**src/design/jsu_pkg.sv**
```systemverilog
// Package with the shared types, codes and helper functions of the JSON string unescaper.
package jsu_pkg;

  localparam int unsigned UnitW = 16;
  localparam int unsigned KindW = 3;
  localparam int unsigned ModeW = 2;
  localparam int unsigned HexCntW = 2;

  localparam logic [ModeW-1:0] MODE_WAIT = 2'd0;
  localparam logic [ModeW-1:0] MODE_STR  = 2'd1;
  localparam logic [ModeW-1:0] MODE_ESC  = 2'd2;
  localparam logic [ModeW-1:0] MODE_HEX  = 2'd3;

  localparam logic [KindW-1:0] KIND_UNIT   = 3'd0;
  localparam logic [KindW-1:0] KIND_CLOSE  = 3'd1;
  localparam logic [KindW-1:0] KIND_BADESC = 3'd2;
  localparam logic [KindW-1:0] KIND_BADHEX = 3'd3;
  localparam logic [KindW-1:0] KIND_UNTERM = 3'd4;
  localparam logic [KindW-1:0] KIND_NOOPEN = 3'd5;

  localparam logic [UnitW-1:0] CH_QUOTE = 16'h0022;
  localparam logic [UnitW-1:0] CH_BSLASH = 16'h005C;
  localparam logic [UnitW-1:0] CH_SLASH = 16'h002F;
  localparam logic [UnitW-1:0] CH_B = 16'h0062;
  localparam logic [UnitW-1:0] CH_F = 16'h0066;
  localparam logic [UnitW-1:0] CH_N = 16'h006E;
  localparam logic [UnitW-1:0] CH_R = 16'h0072;
  localparam logic [UnitW-1:0] CH_T = 16'h0074;
  localparam logic [UnitW-1:0] CH_U = 16'h0075;
  localparam logic [UnitW-1:0] CH_BS = 16'h0008;
  localparam logic [UnitW-1:0] CH_FF = 16'h000C;
  localparam logic [UnitW-1:0] CH_LF = 16'h000A;
  localparam logic [UnitW-1:0] CH_CR = 16'h000D;
  localparam logic [UnitW-1:0] CH_TAB = 16'h0009;

  typedef struct packed {
    logic [UnitW-1:0] code_unit;
    logic             text_end;
  } item_t;

  typedef struct packed {
    logic             vld;
    logic [UnitW-1:0] out_unit;
    logic [KindW-1:0] kind;
  } result_t;

  typedef struct packed {
    logic       ok;
    logic [3:0] val;
  } hex_t;

  function automatic hex_t hex_value(input logic [UnitW-1:0] u);
    hex_t h;
    h.ok = 1'b1;
    h.val = 4'd0;
    if (u >= 16'h0030 && u <= 16'h0039) begin
      h.val = 4'(u - 16'h0030);
    end else if (u >= 16'h0061 && u <= 16'h0066) begin
      h.val = 4'(u - 16'h0061 + 16'd10);
    end else if (u >= 16'h0041 && u <= 16'h0046) begin
      h.val = 4'(u - 16'h0041 + 16'd10);
    end else begin
      h.ok = 1'b0;
    end
    return h;
  endfunction

endpackage

```
**src/design/jsu_in_reg.sv**
```systemverilog
// Input register stage that holds one accepted code unit until the decoder consumes it.
module jsu_in_reg (
  input  logic          clk_i,
  input  logic          rst_ni,
  input  logic          s_tvalid_i,
  output logic          s_tready_o,
  input  jsu_pkg::item_t item_i,
  input  logic          consume_i,
  output logic          item_vld_o,
  output jsu_pkg::item_t item_o
);
  import jsu_pkg::*;

  logic  vld_q, vld_d;
  item_t item_q, item_d;
  logic  take;

  assign s_tready_o = !vld_q || consume_i;
  assign take = s_tvalid_i && s_tready_o;

  always_comb begin
    vld_d = vld_q;
    item_d = item_q;
    if (take) begin
      vld_d = 1'b1;
      item_d = item_i;
    end else if (consume_i) begin
      vld_d = 1'b0;
    end
  end

  always_ff @(posedge clk_i or negedge rst_ni) begin
    if (!rst_ni) begin
      vld_q <= 1'b0;
    end else begin
      vld_q <= vld_d;
    end
  end

  always_ff @(posedge clk_i) begin
    item_q <= item_d;
  end

  assign item_vld_o = vld_q;
  assign item_o = item_q;
endmodule

```
**src/design/jsu_decode.sv**
```systemverilog
// String decoder state and the per-unit decoding of quotes, escapes and hex digits.
module jsu_decode (
  input  logic            clk_i,
  input  logic            rst_ni,
  input  logic            step_i,
  input  jsu_pkg::item_t  item_i,
  output jsu_pkg::result_t res_o
);
  import jsu_pkg::*;

  logic [ModeW-1:0]   mode_q, mode_d;
  logic [UnitW-1:0]   acc_q, acc_d;
  logic [HexCntW-1:0] cnt_q, cnt_d;
  logic [UnitW-1:0]   u;
  logic [UnitW-1:0]   acc_next;
  hex_t               hx;

  assign u = item_i.code_unit;
  assign hx = hex_value(u);
  assign acc_next = {acc_q[UnitW-5:0], hx.val};

  always_comb begin
    mode_d = mode_q;
    acc_d = acc_q;
    cnt_d = cnt_q;
    res_o.vld = 1'b0;
    res_o.out_unit = '0;
    res_o.kind = KIND_UNIT;
    if (item_i.text_end) begin
      if (mode_q != MODE_WAIT) begin
        mode_d = MODE_WAIT;
        acc_d = '0;
        cnt_d = '0;
        res_o.vld = 1'b1;
        res_o.kind = KIND_UNTERM;
      end
    end else begin
      case (mode_q)
        MODE_WAIT: begin
          if (u == CH_QUOTE) begin
            mode_d = MODE_STR;
          end else begin
            res_o.vld = 1'b1;
            res_o.kind = KIND_NOOPEN;
          end
        end
        MODE_STR: begin
          if (u == CH_QUOTE) begin
            mode_d = MODE_WAIT;
            acc_d = '0;
            cnt_d = '0;
            res_o.vld = 1'b1;
            res_o.kind = KIND_CLOSE;
          end else if (u == CH_BSLASH) begin
            mode_d = MODE_ESC;
          end else begin
            res_o.vld = 1'b1;
            res_o.out_unit = u;
          end
        end
        MODE_ESC: begin
          mode_d = MODE_STR;
          res_o.vld = 1'b1;
          case (u)
            CH_QUOTE:  res_o.out_unit = CH_QUOTE;
            CH_BSLASH: res_o.out_unit = CH_BSLASH;
            CH_SLASH:  res_o.out_unit = CH_SLASH;
            CH_B:      res_o.out_unit = CH_BS;
            CH_F:      res_o.out_unit = CH_FF;
            CH_N:      res_o.out_unit = CH_LF;
            CH_R:      res_o.out_unit = CH_CR;
            CH_T:      res_o.out_unit = CH_TAB;
            CH_U: begin
              mode_d = MODE_HEX;
              acc_d = '0;
              cnt_d = '0;
              res_o.vld = 1'b0;
            end
            default: begin
              mode_d = MODE_WAIT;
              acc_d = '0;
              cnt_d = '0;
              res_o.kind = KIND_BADESC;
            end
          endcase
        end
        default: begin
          if (!hx.ok) begin
            mode_d = MODE_WAIT;
            acc_d = '0;
            cnt_d = '0;
            res_o.vld = 1'b1;
            res_o.kind = KIND_BADHEX;
          end else if (cnt_q == {HexCntW{1'b1}}) begin
            mode_d = MODE_STR;
            acc_d = '0;
            cnt_d = '0;
            res_o.vld = 1'b1;
            res_o.out_unit = acc_next;
          end else begin
            acc_d = acc_next;
            cnt_d = cnt_q + 1'b1;
          end
        end
      endcase
    end
  end

  always_ff @(posedge clk_i or negedge rst_ni) begin
    if (!rst_ni) begin
      mode_q <= MODE_WAIT;
      acc_q <= '0;
      cnt_q <= '0;
    end else if (step_i) begin
      mode_q <= mode_d;
      acc_q <= acc_d;
      cnt_q <= cnt_d;
    end
  end
endmodule

```
**src/design/jsu_out_reg.sv**
```systemverilog
// Result register that holds one decoded result until the downstream side takes it.
module jsu_out_reg (
  input  logic             clk_i,
  input  logic             rst_ni,
  input  logic             load_i,
  input  jsu_pkg::result_t res_i,
  output logic             free_o,
  output logic             m_tvalid_o,
  input  logic             m_tready_i,
  output logic [jsu_pkg::UnitW-1:0] out_unit_o,
  output logic [jsu_pkg::KindW-1:0] kind_o
);
  import jsu_pkg::*;

  logic             vld_q, vld_d;
  logic [UnitW-1:0] unit_q;
  logic [KindW-1:0] kind_q;

  assign free_o = !vld_q || m_tready_i;

  always_comb begin
    if (load_i) begin
      vld_d = res_i.vld;
    end else begin
      vld_d = vld_q && !m_tready_i;
    end
  end

  always_ff @(posedge clk_i or negedge rst_ni) begin
    if (!rst_ni) begin
      vld_q <= 1'b0;
    end else begin
      vld_q <= vld_d;
    end
  end

  always_ff @(posedge clk_i) begin
    if (load_i && res_i.vld) begin
      unit_q <= res_i.out_unit;
      kind_q <= res_i.kind;
    end
  end

  assign m_tvalid_o = vld_q;
  assign out_unit_o = unit_q;
  assign kind_o = kind_q;
endmodule

```
**src/design/json_string_unescape.sv**
```systemverilog
// Top level of the JSON string unescaper for a stream of UTF-16 code units.
// The block decodes quoted JSON strings one code unit per transfer and reports plain
// and escaped units, string ends and errors on the output stream, at most one result
// per input transfer. A code unit is held in an input register, decoded by a small
// state machine, and its result lands in an output register; the block accepts one
// transfer every cycle as long as the output side keeps taking results. Escapes of
// the form backslash-u with four hex digits give the code unit they spell, and any
// error sends the block back to waiting for an opening quote.
module json_string_unescape (
  input  logic        clk_i,
  input  logic        rst_ni,
  input  logic        s_tvalid,
  output logic        s_tready,
  input  logic [15:0] s_tdata,   // [15:0] code_unit
  input  logic        s_tuser,   // [0] text_end
  output logic        m_tvalid,
  input  logic        m_tready,
  output logic [15:0] m_tdata,   // [15:0] out_unit
  output logic [2:0]  m_tuser    // [2:0] kind
);
  import jsu_pkg::*;

  item_t   in_item;
  item_t   held_item;
  logic    held_vld;
  logic    out_free;
  logic    step;
  result_t res;

  assign in_item.code_unit = s_tdata;
  assign in_item.text_end = s_tuser;
  assign step = held_vld && out_free;

  jsu_in_reg u_in_reg (
    .clk_i      (clk_i),
    .rst_ni     (rst_ni),
    .s_tvalid_i (s_tvalid),
    .s_tready_o (s_tready),
    .item_i     (in_item),
    .consume_i  (step),
    .item_vld_o (held_vld),
    .item_o     (held_item)
  );

  jsu_decode u_decode (
    .clk_i  (clk_i),
    .rst_ni (rst_ni),
    .step_i (step),
    .item_i (held_item),
    .res_o  (res)
  );

  jsu_out_reg u_out_reg (
    .clk_i      (clk_i),
    .rst_ni     (rst_ni),
    .load_i     (step),
    .res_i      (res),
    .free_o     (out_free),
    .m_tvalid_o (m_tvalid),
    .m_tready_i (m_tready),
    .out_unit_o (m_tdata),
    .kind_o     (m_tuser)
  );
endmodule
```
**config.mk**
```make
export PLATFORM = sky130hd
export DESIGN_NAME = json_string_unescape
export DESIGN_NICKNAME = d
export VERILOG_FILES = /design/src/design/jsu_pkg.sv /design/src/design/jsu_in_reg.sv /design/src/design/jsu_decode.sv /design/src/design/jsu_out_reg.sv /design/src/design/json_string_unescape.sv
export SDC_FILE = /design/constraint.sdc
export NUM_CORES = 1
export LEC_CHECK = 0
export BUFFER_PORTS_ARGS = -buffer_cell sky130_fd_sc_hd__buf_4
export CORE_MARGIN = 4
export CORE_UTILIZATION = 40
export DETAILED_ROUTE_END_ITERATION = 8
export GPL_ROUTABILITY_DRIVEN = 0
export GPL_TIMING_DRIVEN = 0
export PLACE_DENSITY_LB_ADDON = 0.3
export SLEW_MARGIN = 20
export SYNTH_ARGS = -nofsm -noshare
export SYNTH_HDL_FRONTEND = slang
export SYNTH_SLANG_ARGS = --single-unit
```
**constraint.sdc**
```tcl
create_clock -name clk_i -period 4.8 [get_ports clk_i]
set_input_delay 1.44 -clock clk_i [delete_from_list [all_inputs] [get_ports clk_i]]
set_output_delay 1.44 -clock clk_i [all_outputs]
set_load 0.005 [all_outputs]
```
==> flow_summary.json <==
{
  "ioPinCount": 42,
  "finalMaxSlewViolations": 0,
  "clock_latency_ns": 0.31,
  "diodes": 0,
  "dp_slack_ns": 1.48,
  "syn_area_sq_um": 2840,
  "start_util": 0.416,
  "nFillCells": 636,
  "synthTopCellsByArea": "edfxtp_1, dfrtp_1, a22o_1",
  "synthFlopType": "edfxtp_1",
  "grt_max_degree": 20,
  "drcViolationCount": 0,
  "cts_root_buffer": "clkbuf_8",
  "hold_ws_ns": 0.537,
  "firstDrtPassIters": 4,
  "startpoint": "m_tready",
  "via_per_inst": 5.76,
  "cp-end-kind": "output pin",
  "finalCritPeriodShare": 0.693,
  "status": "finished, final reports clean",
  "grt_overflow": 0,
  "met1_length_mm": 2.96,
  "postSynthAreaPerCell_sq_um": 12.1,
  "cts_setup_buffers": 0,
  "endpoint": "s_tready",
  "met3_wirelength_um": 338,
  "cts_buffers": 5,
  "synth.distinct_cells": 58,
  "rows": 30,
  "synth_area_leader_cell": "edfxtp_1",
  "power.density_nw_per_um2": 382,
  "slowest_delay_ns": 0.18,
  "synthArstFlopShare": 0.333,
  "wl_per_cell_um": 17.0,
  "startpoint_type": "primary input",
  "drt_iter0_markers": 201,
  "yosys_warnings": 0,
  "dieArea_sq_um": 8520,
  "cap_violations": 0,
  "io_buffer_count": 41,
  "setup-violations-final": 0,
  "crit_required_ns": 3.36,
  "cpMostUsedCell": "buf_4",
  "layout_setup_ws_ns": 1.48,
  "relSlewSlack": 0.472,
  "min-delay-start": "u_decode.acc_q[11]$_DFFE_PN0P_",
  "grt_pass1_wl_mm": 10.7,
  "power.leakage_nw": 1.32,
  "nets": 314,
  "cts_tree": "done",
  "wirelength_mm": 6.47,
  "cp_max_fo": 3,
  "wl_met2_mm": 3.03,
  "seq_area_frac_synth": 0.539,
  "clkSinkCount": 54,
  "top_layer": "met4",
  "reg2reg_to": "u_out_reg.out_unit_o[0]$_SDFFCE_PP0P_",
  "place_hpwl_mm": 4.83,
  "cts_resized": 0,
  "ys_ff_latch": 54,
  "final_cell_mix": "buf_4, edfxtp_1, a22o_1, dfrtp_1, nand2_1",
  "rrSetupSlack_ns": 1.83,
  "grt_use_total": 0.160,
  "vias": 2193,
  "mostFrequentLayoutCell": "buf_4",
  "final-hold-violation-count": 0,
  "crit_arrival_ns": 1.88,
  "antenna_found_initial": 0,
  "core_area_sq_um": 6830,
  "die_h_um": 92.3,
  "synth.top_cell.area_share": 0.380,
  "slowest_stage": "nand3b_1",
  "ant_nets": 0,
  "peakVddDrop_uv": 178,
  "syn_nets": 265,
  "ff2ff_path_depth": 9,
  "clk_pin_slew_ns": 0.11,
  "hold_path_class": "reg -> reg",
  "worstReg2RegStart": "u_in_reg.item_o[1]$_DFFE_PP_",
  "die_x_um": 92.3,
  "drive_gt1_frac": 0.253,
  "finClkSkew_ns": 0.00576,
  "synth_edf_count": 36,
  "syn2layout_area_growth_pct": 19.0,
  "grt_pass1_vias": 2145,
  "tns_ns": 0,
  "ctsHoldBuffers": 0,
  "crit_path_cell_trace": "buf_4 > nand3b_1 > buf_4",
  "clock_path_buffers": 2,
  "criticalPathCategory": "in -> out",
  "rsz0062_at_grt": "no",
  "clock.fmax_ghz": 0.301,
  "fin_crit_ns": 3.32,
  "netlist_instances": 235,
  "worstMarginPinSlew_ns": 0.792,
  "htreeDepth": 2
}
==> worst max-delay path, delay by kind of cell <==
family                 cells  cell delay, ns
and+or+nand+nor            1            0.18
buffers and inverters      2            0.27
==> synthesized netlist by cell type (all sizes together), types with 3 or more instances <==
| master | n |
|---|---|
| nand3 | 6 |
| nor2 | 11 |
| a21oi | 11 |
| and3 | 3 |
| nand4 | 5 |
| nand4bb | 4 |
| o21ai | 8 |
| edfxtp | 36 |
| nand2 | 17 |
| dfrtp | 18 |
| nand2b | 5 |
| mux2i | 3 |
| buf | 8 |
| nor3 | 4 |
| o2bb2ai | 6 |
| ha | 9 |
| a211oi | 4 |
| o211ai | 3 |
| inv | 8 |
| nor4 | 5 |
| a22o | 19 |
| o31ai | 3 |
| o21a | 3 |
==> flip-flops by register name, indices dropped and copies added, names as in the netlist <==
signal,count
u_in_reg.item_o,17
u_out_reg.out_unit_o,16
u_decode.acc_q,12
u_out_reg.kind_o,3
u_decode.cnt_q,2
u_decode.mode_q,2
u_in_reg.item_vld_o,1
u_out_reg.m_tvalid_o,1
==> logic make-up (layout without fill, tap and decap cells) <==
| group | after synthesis | after routing | synth area share |
|---|---|---|---|
| AO/OA/AOI/OAI | 72 | 72 | 0.198 |
| adder cells (fa/ha/maj) | 9 | 9 | 0.0396 |
| XOR/XNOR | 2 | 2 | 0.00617 |
| AND/OR/NAND/NOR | 75 | 75 | 0.166 |
| flip-flops | 54 | 54 | 0.539 |
| buffers and inverters | 18 | 68 | 0.0326 |
| multiplexers | 5 | 5 | 0.0185 |
==> power by group <==
part           leakage [nW]  switching (mW)  total [mW]  internal (mW)
registers             0.594          0.0390       0.637          0.598
logic                 0.676           0.199       0.371          0.172
clock network        0.0506           0.173       0.282          0.110
==> worst min-delay path by stage <==
| stage | endpoint | cells past startpoint | slack [ns] |
|---|---|---|---|
| finish | u_decode.acc_q[11]$_DFFE_PN0P_ | 1 | 0.54 |
| global route | u_decode.acc_q[9]$_DFFE_PN0P_ | 1 | 0.54 |
| CTS | u_decode.acc_q[9]$_DFFE_PN0P_ | 1 | 0.53 |
| detailed placement | u_decode.acc_q[9]$_DFFE_PN0P_ | 1 | 0.50 |
| global placement | u_decode.acc_q[9]$_DFFE_PN0P_ | 1 | 0.49 |
| floorplan | u_decode.acc_q[10]$_DFFE_PN0P_ | 1 | 0.47 |
==> routing by layer <==
metal,up-vias,global-route usage
li1,1033,-
met1,1057,0.217
met2,90,0.252
met3,13,0.0287
met4,0,0.0619
met5,-,0
==> per-stage QoR <==
stage | instances | utilization | power [mW] | cell area [sq um]
2_1_floorplan | 235 | - | 0.846 | 2840
3_3_place_gp | 372 | 0.479 | 1.00 | 3270
3_5_place_dp | 373 | 0.481 | 1.02 | 3280
4_1_cts | 381 | 0.495 | 1.30 | 3380
5_1_grt | 381 | 0.495 | 1.37 | 3380
6_report | 381 | 0.495 | 1.29 | 3380
==> final cells by class <==
type	count	area (sq um)	area share
repair buffers	42	319	0.0943
clock buffers	5	68.8	0.0203
plain buffers	10	62.6	0.0185
inverters	8	30.0	0.00888
multi-input cells	163	1220	0.361
well taps	96	120	0.0355
flip-flops and latches	54	1530	0.453
clock inverters	3	28.8	0.00851
No activity file was read; power rests on OpenSTA's default activity.
